==> src/sv/qrs_pkg.sv <==
// Shared constants, codes and types of the quadratic root solver.
`timescale 1ns / 1ps
`default_nettype none
package qrs_pkg;

  localparam int COEF_W      = 32;
  localparam int FRAC_BITS   = 16;
  localparam int MAG_W       = COEF_W;
  localparam int PROD_W      = 2 * MAG_W;
  localparam int DISC_W      = PROD_W + 2;
  localparam int SQ_RAD_W    = PROD_W + 2 * FRAC_BITS;
  localparam int SQ_ROOT_W   = SQ_RAD_W / 2;
  localparam int SQ_REM_W    = SQ_ROOT_W + 4;
  localparam int SUM_W       = MAG_W + 1;
  localparam int DIV_DEN_W   = MAG_W + 1;
  localparam int DIV_NUM_W   = SUM_W + FRAC_BITS;
  localparam int IN_TDATA_W  = 96;
  localparam int OUT_TDATA_W = 72;
  localparam int COUNT_W     = 2;

  localparam int FIFO_DEPTH  = 4;
  localparam int FIFO_PTR_W  = 2;
  localparam int FIFO_CNT_W  = 3;

  localparam logic [2:0] KIND_NONE = 3'd0;
  localparam logic [2:0] KIND_LIN  = 3'd1;
  localparam logic [2:0] KIND_GEN  = 3'd2;
  localparam logic [2:0] KIND_SYM  = 3'd3;
  localparam logic [2:0] KIND_DBL  = 3'd4;

  localparam logic [COUNT_W-1:0] COUNT_NONE = 2'd0;
  localparam logic [COUNT_W-1:0] COUNT_ONE  = 2'd1;
  localparam logic [COUNT_W-1:0] COUNT_TWO  = 2'd2;

  localparam logic [DIV_NUM_W-1:0] SAT_NEG_MAG = DIV_NUM_W'(1) << (COEF_W - 1);
  localparam logic [DIV_NUM_W-1:0] SAT_POS_MAG = SAT_NEG_MAG - DIV_NUM_W'(1);
  localparam logic [COEF_W-1:0]    ROOT_MIN    = {1'b1, {(COEF_W - 1){1'b0}}};
  localparam logic [COEF_W-1:0]    ROOT_MAX    = {1'b0, {(COEF_W - 1){1'b1}}};

  // Classified coefficients: case, signs and magnitudes of c2, c1, c0.
  typedef struct packed {
    logic [2:0]       kind;
    logic             sa;
    logic             sb;
    logic             sc;
    logic [MAG_W-1:0] ma;
    logic [MAG_W-1:0] mb;
    logic [MAG_W-1:0] mc;
  } item_t;

  typedef struct packed {
    item_t                item;
    logic [SQ_RAD_W-1:0]  radicand;
  } qitem_t;

endpackage
`default_nettype wire

==> src/sv/qrs_fifo.sv <==
// Short queue between the front end and the solving back end.
`timescale 1ns / 1ps
`default_nettype none
module qrs_fifo (
  input  wire logic            clk,
  input  wire logic            rst,
  input  wire logic            in_valid,
  output logic                 in_ready,
  input  wire qrs_pkg::qitem_t in_data,
  output logic                 out_valid,
  input  wire logic            out_ready,
  output qrs_pkg::qitem_t      out_data
);
  import qrs_pkg::*;

  qitem_t                entry [FIFO_DEPTH];
  logic [FIFO_PTR_W-1:0] wptr, rptr;
  logic [FIFO_CNT_W-1:0] count;
  logic                  push, pop;

  assign in_ready  = count != FIFO_CNT_W'(FIFO_DEPTH);
  assign out_valid = count != '0;
  assign push      = in_valid && in_ready;
  assign pop       = out_valid && out_ready;
  assign out_data  = entry[rptr];

  always_ff @(posedge clk) begin
    if (rst) begin
      wptr  <= '0;
      rptr  <= '0;
      count <= '0;
    end else begin
      if (push) wptr <= wptr + FIFO_PTR_W'(1);
      if (pop)  rptr <= rptr + FIFO_PTR_W'(1);
      if (push && !pop)      count <= count + FIFO_CNT_W'(1);
      else if (pop && !push) count <= count - FIFO_CNT_W'(1);
    end
  end

  always_ff @(posedge clk) begin
    if (push) entry[wptr] <= in_data;
  end

endmodule
`default_nettype wire

==> config.mk <==
export PLATFORM = sky130hd
export DESIGN_NAME = qrs_fifo
export DESIGN_NICKNAME = d
export VERILOG_FILES = /design/src/sv/qrs_pkg.sv /design/src/sv/qrs_fifo.sv
export SDC_FILE = /design/constraint.sdc
export NUM_CORES = 1
export LEC_CHECK = 0
export BUFFER_PORTS_ARGS = -buffer_cell sky130_fd_sc_hd__buf_2
export CORE_MARGIN = 5
export CORE_UTILIZATION = 57
export DETAILED_ROUTE_END_ITERATION = 12
export GPL_TIMING_DRIVEN = 0
export PLACE_DENSITY = 0.79
export SYNTH_ARGS = -nofsm -noshare
export SYNTH_HDL_FRONTEND = slang
export SYNTH_SLANG_ARGS = --single-unit
==> constraint.sdc <==
create_clock -name clk -period 6.5 [get_ports clk]
set_input_delay 0.325 -clock clk [delete_from_list [all_inputs] [get_ports clk]]
set_output_delay 0.325 -clock clk [all_outputs]
set_load 0.01 [all_outputs]
Yosys cells after proc, flatten, opt, wreduce, memory -nomap -nowiden
Memory sizes are Yosys's and may differ from the RTL's. A register that Yosys moved wholly into a read port is not among the register bits.
Cells that the tools add are included.

operators by class
  eq/ne operators = 1
  muxes and demuxes = 6
  reduce and logical (&&, ||, !) cells = 8
  add/sub/neg operators = 4

operator list
  cell                                              count
  2-to-1 mux 3 bit                                  2
  adder 2 x 1 -> 2 bit, second input constant       2
  logical AND 1 bit                                 4
  2-to-1 mux 2 bit                                  2
  adder 3 x 1 -> 3 bit, second input constant       1
  != test 3 bit, second input constant              1
  nonzero test 3 bit                                1
  subtractor 3 x 1 -> 3 bit, second input constant  1
  zero test 1 bit                                   2
  2-to-1 mux 1 bit                                  2
  nonzero test 2 bit                                1

storage, ports and cells
  bits of input ports = 202
  memory bits (writable) = 792
  memories = 1
  output and inout port bits = 200
  flip-flop bits (word level) = 7

memory list
  memory  depth  bits a word  read ports  clocked after memory_dff  write ports  RTL line        source
  entry   4      198          1           1                         1            qrs_fifo.sv:16  qitem_t entry [FIFO_DEPTH];

Longest topological paths before layout
Gate-level depths: netlist (run 1).

  word-level depth = 6
  gate-level depth with buffers = 8
  depth with buffers taken out = 8

Worst setup path after synthesis (run 1)
No wires, ideal clock.

  path kind = flip-flop to flip-flop
  from = reg count[0]
  to = mem entry[2][0] in the netlist's numbering, enable pin
  stages on the path, launching flop included = 4
  path buffers = 0
  required time = 5.917 ns
  period minus slack after synthesis = 5.899 ns
  path slack = 0.601 ns
  data arrival time = 5.316 ns
  setup time = 0.583 ns
  cell sequence = dfxtp_1 > nor2_1 > a21boi_2 > and2_1

on the way
  cells in the longest elaborated chain, start to end = 4

RTL lines
  what                                    RTL line        source
  from (decl)                             qrs_fifo.sv:18  logic [FIFO_CNT_W-1:0] count;
  from (signal assigned)                  qrs_fifo.sv:35  if (push && !pop) count <= count + FIFO_CNT_W'(1);
  from (signal assigned)                  qrs_fifo.sv:36  else if (pop && !push) count <= count - FIFO_CNT_W'(1);
  != test 3 bit                           qrs_fifo.sv:21  assign in_ready = count != FIFO_CNT_W'(FIFO_DEPTH);
  logical AND 1 bit                       qrs_fifo.sv:23  assign push = in_valid && in_ready;
  net push                                qrs_fifo.sv:19  logic push, pop;
  2-to-1 mux 1 bit                        qrs_fifo.sv:41  if (push) entry[wptr] <= in_data;
  2-to-1 mux 1 bit (not written as such)  qrs_fifo.sv:41
  to (decl)                               qrs_fifo.sv:16

The timed path passes the listed nets, and every way through them passes these cells.

==> summary.txt, run 1 <==
Cells and area
  – Multi-input gate area in the final layout: 4740 sq um
  – Total area of sequential cells: 24000 sq um
  – Area added between synthesis and finish: 26.3%
  – Nets@finish: between 1500 and 2000
  – Number of filler instances in the final layout: 2758
  – Fraction of layout cells with a size suffix above 1: between 40 and 50%

Synth
  – Post-synthesis instance total: 1082
  – Ys Warns: 0
  – Synthesized-area fraction occupied by xor and xnor cells: 0.121%
  – Number of distinct library cell variants in the gate-level netlist after synthesis: 23
  – Sequential share of the synthesized area: 82.6%
  – Adder and majority cell fraction of the synthesized area: 0.285%
  – Syn_nets: 1290
  – Largest family of logic cells by synthesized area: multiplexers
  – Synthesized flop and latch total: 801
  – Proportion of synthesized area in mux cells: approximately 15%
  – Synthesized-area fraction occupied by and/or/nand/nor cells: 0.289%
  – Synth Area per Inst: 26.8 sq um
  – Cell area after technology mapping: 29000 sq um
  – Complex-gate fraction of the synthesized area: 0.129%

CTS
  – Clock root buffer: clkbuf_16
  – Number of buffers inserted by hold repair at cts: a little under 200
  – Clock latency reported for the late side of the worst-skew pair: 600 ps
  – Post-CTS setup buffers: 0
  – Depth of the CTS H-tree: 3
  – Clock transition at path regs: 60 ps
  – Maximum root-to-sink buffer count: 3
  – TritonCTS buffer count: 78
  – CTS resizes: 0
  – Clk sinks: 801
  – Clock tree from TritonCTS: yes

Detailed routing
  – Final wirelength: 67200 um
  – Final antenna-violating net count: 0
  – Number of detailed-route iterations in the first pass: 5
  – Via count normalized by instance count: between 5 and 6
  – Remaining design rule violation count: 0
  – Vias after detailed routing: 14500
  – Detailed Route Iter0 Violations: 1260
  – Routed wirelength normalized by instance count: 26.8 um

Critical path
  – Peak per-stage delay on the critical path: 410 ps
  – Cell with the largest stage delay on the worst path: mux4_2
  – Type of the setup path with the least slack: flip-flop to output pin
  – Worst Reg-to-Reg Cells: 5
  – Capturing point of the worst reg2reg path: entry[0][160]
  – Data arrival time of the worst path: 2550 ps
  – Internal reg-to-reg setup slack: 3720 ps
  – Critical Path RT: 6170 ps
  – Largest delay contributor family on the critical path: buffers and inverters
  – WP buf/inv: 4
  – Crit Reg-Reg Startpoint: count[1]
  – Most common cell type on the critical path: buf_2
  – Biggest fanout along the worst timing path: 10
  – Cell Chain, Critical Path: buf_2 > buf_2 > buf_2 > mux4_2 > buf_2
  – Setup crit start kind: flip-flop
  – Element type at the critical path end: output pin

Placed design
  – Routability-driven placement congestion ratio: about 0.75
  – Number of buffers inserted by port buffering: 400
  – Post-Place Setup Slack: about 3700 ps
  – Placed wire-length estimate: around 37000 um

Timing
  – Hold Vio Cnt, Final: 0
  – Finish-stage setup viols: 0
  – Post-route setup slack: about 3600 ps
  – Hold_ws: 84.6 ps
  – Slew margin rel.: between 40% and 50%
  – Minimum period implied by the final worst setup slack: around 2900 ps
  – Peak Freq: 0.348 GHz
  – Setup repair after global routing missed its margin: no
  – Total count of max-transition violations in the final report: 0
  – Worst clock skew: 26.1 ps
  – Tcrit/Tclk final: roughly 44%
  – Pin slew with the least headroom to its limit: 862 ps

Hold path
  – Hold Path Sink: count[0]
  – Type of the tightest min-delay check: primary input to flip-flop
  – Hold Crit Depth: 2
  – Worst Hold Launch: rst

Floorplanning
  – Placeable core region: 50300 sq um
  – Height of the die: 236 um
  – Ports placed on the boundary: roughly 400
  – Area enclosed by the die boundary: between 50000 and 60000 sq um
  – Chip width: roughly 240 um
  – Number of core rows: between 80 and 90
  – Starting utilization of the core area: between 50 and 60%

Power
  – Ratio of total power to cell area: 388 nW/um^2
  – Leakage power figure: 0.0125 uW
  – Largest vdd supply drop: 0.416 mV

Global routing
  – Leftover overflow at the end of global routing: 0
  – Wire length of the first global-routing pass: 101000 um
  – Largest net degree at the start of global routing: 60
  – Number of global-route vias before repair: around 16000
  – Number of antenna violations at the first check in global routing: 12
  – Overall global routing resource usage: 24.2%

Status
  – Outcome: completed

Flow run
  – Maximum capacitance violations: 0
-- layout by cell type, fill, tap and decap left out --
| cell | netlist | routed |
|---|---|---|
| edfxtp_1 | 792 | 792 |
| buf_2 | 22 | 422 |
| mux4_2 | 198 | 198 |
| dlygate4sd3_1 | 0 | 198 |
| clkbuf_16 | 0 | 81 |
| clkinv_1 | 0 | 22 |
| clkbuf_1 | 7 | 18 |
| buf_6 | 15 | 15 |
| clkinv_2 | 0 | 12 |
| buf_16 | 0 | 12 |
| diode_2 | 0 | 9 |
| dfxtp_1 | 9 | 9 |
| nor2_1 | 8 | 8 |
| ha_1 | 5 | 5 |
| bufinv_16 | 0 | 5 |
| and2_4 | 0 | 4 |
| xor2_1 | 4 | 4 |
| clkinvlp_4 | 0 | 4 |
| inv_1 | 3 | 3 |
| or3_1 | 2 | 2 |
| mux2i_1 | 2 | 2 |
| nand2b_1 | 2 | 2 |
| inv_6 | 0 | 2 |
| clkinv_8 | 0 | 2 |
| a21boi_2 | 1 | 1 |
| buf_1 | 1 | 1 |
| nand2_1 | 1 | 1 |
| o31ai_1 | 1 | 1 |
| mux2_2 | 1 | 1 |
| o311ai_0 | 1 | 1 |
| o21ai_0 | 1 | 1 |
| a21oi_1 | 1 | 1 |
| fa_1 | 1 | 1 |
-- sequential cells by signal, summed over array words and instances (netlist names), named ones only --
register and count:
count 3, entry 792, rptr 2, wptr 2
-- synth_stat cells, drive strengths merged --
cell type,n,share of area (%)
or3,2,0.043
mux4,198,15
o21ai,1,0.017
fa,1,0.069
clkbuf,7,0.091
inv,3,0.039
nor2,8,0.10
a21oi,1,0.017
buf,38,0.97
a21boi,1,0.039
o31ai,1,0.026
mux2i,2,0.069
and2,4,0.086
dfxtp,9,0.62
o311ai,1,0.030
nand2,1,0.013
edfxtp,792,82
xor2,4,0.12
ha,5,0.22
mux2,1,0.039
nand2b,2,0.043
-- power breakdown --
| group | total [uW] | internal, uW | switching [uW] |
|---|---|---|---|
| registers | 6410 | 6270 | 147 |
| clock network | 4340 | 2470 | 1870 |
| logic | 3480 | 1620 | 1850 |
-- cells by family after synthesis --
logic type,count (synthesis)
buffers and inverters,48
AOI/OAI and AO/OA,5
and+or+nand+nor,17
adders and majority gates,6
DFF,801
xor gates and xnor gates,4
muxes,201
-- worst max path at each step --
| stage | endpoint | cells past startpoint | slack, ps |
|---|---|---|---|
| finish | out_data[81] | 5 | 3620 |
| floorplan | entry[2][0] | 3 | 600 |
| global route | out_data[134] | 5 | 3480 |
| global placement | entry[0][171] | 3 | -3070 |
| detailed placement | entry[0][169] | 5 | 3710 |
| CTS | out_data[134] | 5 | 3490 |
-- per-layer routing --
layer	track usage (%)	vias to the layer above	share of wire, %	wire, um
met5	0	-	0.031	21
met4	7.76	4	3.0	2040
met3	7.18	143	9.3	6260
met2	41.2	774	52	34800
met1	30.5	7455	36	24100
li1	-	6106	-	-
-- final cells by class --
| cell class | instances | share of cell area (%) |
|---|---|---|
| antenna | 9 | 0.0615 |
| clock buffer | 92 | 5.64 |
| sequential | 801 | 65.4 |
| timing repair buffer | 610 | 11.8 |
| buffer | 45 | 0.843 |
| inverter | 3 | 0.0307 |
| clock inverter | 47 | 1.02 |
| tap | 672 | 2.29 |
| multi-input combinational | 233 | 12.9 |
-- through the flow --
stage	util (%)	total power [uW]	std cells	setup TNS (ps)	area (sq um)
finish	72.9	14200	2512	0	36600
floorplan	-	8610	1082	0	29000
global route	72.9	14800	2510	0	36600
detailed placement	64.0	9850	2166	0	32200
global placement	63.4	9910	2154	-2397390	31900
CTS	72.8	14300	2503	0	36600
No activity file was read; power rests on OpenSTA's default activity.
==> run 2, diff against run 1 <==
--- a/config.mk
+++ b/config.mk
@@ -7,10 +7,10 @@
 export LEC_CHECK = 0
 export BUFFER_PORTS_ARGS = -buffer_cell sky130_fd_sc_hd__buf_2
 export CORE_MARGIN = 5
-export CORE_UTILIZATION = 57
+export CORE_UTILIZATION = 51
 export DETAILED_ROUTE_END_ITERATION = 12
 export GPL_TIMING_DRIVEN = 0
-export PLACE_DENSITY = 0.79
+export PLACE_DENSITY = 0.75
 export SYNTH_ARGS = -nofsm -noshare
 export SYNTH_HDL_FRONTEND = slang
 export SYNTH_SLANG_ARGS = --single-unit
==> constraint.sdc (replaced) <==
create_clock -name clk -period 2.58 [get_ports clk]
set_input_delay 0.129 -clock clk [delete_from_list [all_inputs] [get_ports clk]]
set_output_delay 0.129 -clock clk [all_outputs]
set_load 0.01 [all_outputs]
==> summary.txt, run 2 (synthesis results as in run 1) <==
Status
  – Outcome: completed

Global routing
  – Overall global routing resource usage: around a fifth
  – Wire length of the first global-routing pass: slightly below 100000 um
  – Leftover overflow at the end of global routing: 0
  – Largest net degree at the start of global routing: 58
  – Number of global-route vias before repair: 15500
  – Number of antenna violations at the first check in global routing: 5

Placed design
  – Routability-driven placement congestion ratio: 0.753
  – Number of buffers inserted by port buffering: 400
  – Placed wire-length estimate: roughly 37000 um
  – Post-Place Setup Slack: -55.0 ps
  – Number of instances in the placed design: 2254

Timing
  – Final sum of negative setup slack: 0 ps
  – Worst clock skew: 13.2 ps
  – Hold Vio Cnt, Final: 0
  – Setup repair after global routing missed its margin: no
  – Total count of max-transition violations in the final report: 0
  – Pin slew with the least headroom to its limit: about 830 ps
  – Hold_ws: 264 ps
  – Finish-stage setup viols: 0
  – Post-route setup slack: 94.0 ps
  – Minimum period implied by the final worst setup slack: 2490 ps
  – Peak Freq: 0.402 GHz
  – Slew margin rel.: approximately 45%
  – Tcrit/Tclk final: between 90% and 100%

Detailed routing
  – Remaining design rule violation count: 0
  – Via count normalized by instance count: approximately 5.5
  – Final wirelength: 63200 um
  – Detailed Route Iter0 Violations: 920
  – Vias after detailed routing: 14200
  – Final antenna-violating net count: 0
  – Number of detailed-route iterations in the first pass: 5
  – Routed wirelength normalized by instance count: 24.3 um

Hold path
  – Worst Hold Launch: in_data[92]
  – Hold Path Sink: entry[0][92]
  – Hold Crit Depth: 2
  – Type of the tightest min-delay check: primary input to flip-flop

Cells and area
  – Reg with most FFs: entry
  – Max FFs per register: a little under 800
  – Most used cells in the layout excluding fill and tap cells: edfxtp_1 (792), buf_2 (411), dlygate4sd3_1 (201)
  – Biggest registers after layout: entry (792), count (3)
  – Commonest non-fill, non-tap cell in the layout: edfxtp_1
  – Fraction of layout cells with a size suffix above 1: a little over two fifths
  – Final Instance Count excl. Fillers: 2603
  – Area added between synthesis and finish: 27.8%
  – Nets@finish: just under 2000

Floorplanning
  – Placeable core region: 56400 sq um
  – Ports placed on the boundary: 402
  – Chip width: 249 um
  – Starting utilization of the core area: 51.5%
  – Area enclosed by the die boundary: just over 60000 sq um
  – Number of core rows: 87
  – Height of the die: 249 um

CTS
  – Depth of the CTS H-tree: 3
  – TritonCTS buffer count: 79
  – Clock root buffer: clkbuf_16
  – Clock latency reported for the late side of the worst-skew pair: approximately 600 ps
  – Clk sinks: 801
  – Clock transition at path regs: 60 ps
  – Maximum root-to-sink buffer count: 3
  – Clock tree from TritonCTS: yes

Critical path
  – Data arrival time of the worst path: 2740 ps
  – Worst Reg-to-Reg Cells: 5
  – Capturing point of the worst reg2reg path: entry[0][74]
  – Crit Reg-Reg Startpoint: count[0]
  – Setup crit start kind: flip-flop
  – Type of the setup path with the least slack: flip-flop to flip-flop
  – Critical Path RT: 2830 ps
  – Element type at the critical path end: flip-flop
  – Biggest fanout along the worst timing path: between 50 and 60
  – Internal reg-to-reg setup slack: 90 ps

Power
  – Ratio of total power to cell area: 982 nW/um^2
  – Leakage power figure: 0.0126 uW
  – Total power draw: 36400 uW
  – Largest vdd supply drop: 0.707 mV

Flow run
  – Maximum capacitance violations: 0
==> run 2: worst max path at each step <==
stage               startpoint             to  slack (ps)  cells past startpoint
floorplan             count[0]    entry[2][0]           7                      3
global placement      count[0]  entry[2][129]       -1180                      3
detailed placement    count[0]   entry[2][79]         -60                      5
CTS                  flip-flop  out_data[126]          10                      5
global route          count[0]  entry[0][157]           2                      5
finish                count[0]   entry[0][74]          90                      5
==> run 2: report_power, final <==
group	leakage, uW	internal [uW]	switching, uW
Sequential	0.00733	15800	327
Combinational	0.00399	4140	4600
Clock	0.00128	6850	4730
Total	0.0126	26800	9650
==> run 2: final cells by class <==
type	instances	area [sq um]
Clock buffer	99	2120
Timing Repair Buffer	617	4420
Sequential cell	801	24000
Tap cell	756	946
Multi-Input combinational cell	234	4750
Antenna cell	5	12.5
Clock inverter	43	517
Inverter	3	11.3
Buffer	45	340
Fill cell	3546	19300
==> run 2: timing repair <==
item                                   4_1_cts  5_1_grt
setup endpoints to repair                  193       31
buffers inserted                             0        0
hold buffers                               201        0
endpoints found under the hold margin      800        0
cloned                                       1        0
resized for setup                            6       10
pin swaps                                    1        0
==> run 2: per-stage QoR <==
step | instance area (sq um) | utilization (%)
after floorplan | 29000 | -
after global placement | 32000 | 56.7
after detailed placement | 32400 | 57.4
after CTS | 37000 | 65.7
after global routing | 37100 | 65.8
final | 37100 | 65.8
==> run 2: metal layers <==
layer | share of wire (%) | wire length [um] | GRT usage, % | up-vias
met5 | 0 | 0 | 0 | -
met4 | 2.3 | 1430 | 6.12 | 0
met3 | 8.2 | 5150 | 6.09 | 94
met2 | 53 | 33200 | 34.5 | 549
met1 | 37 | 23400 | 25.9 | 7440
li1 | - | - | - | 6113
==> run 2: critical path, stage by stage (launching register included) <==
cell      delay (ps)
dfxtp_4          390
nor2_2            60
a21boi_2         430
and2_4           500
buf_16           290
buf_16           300
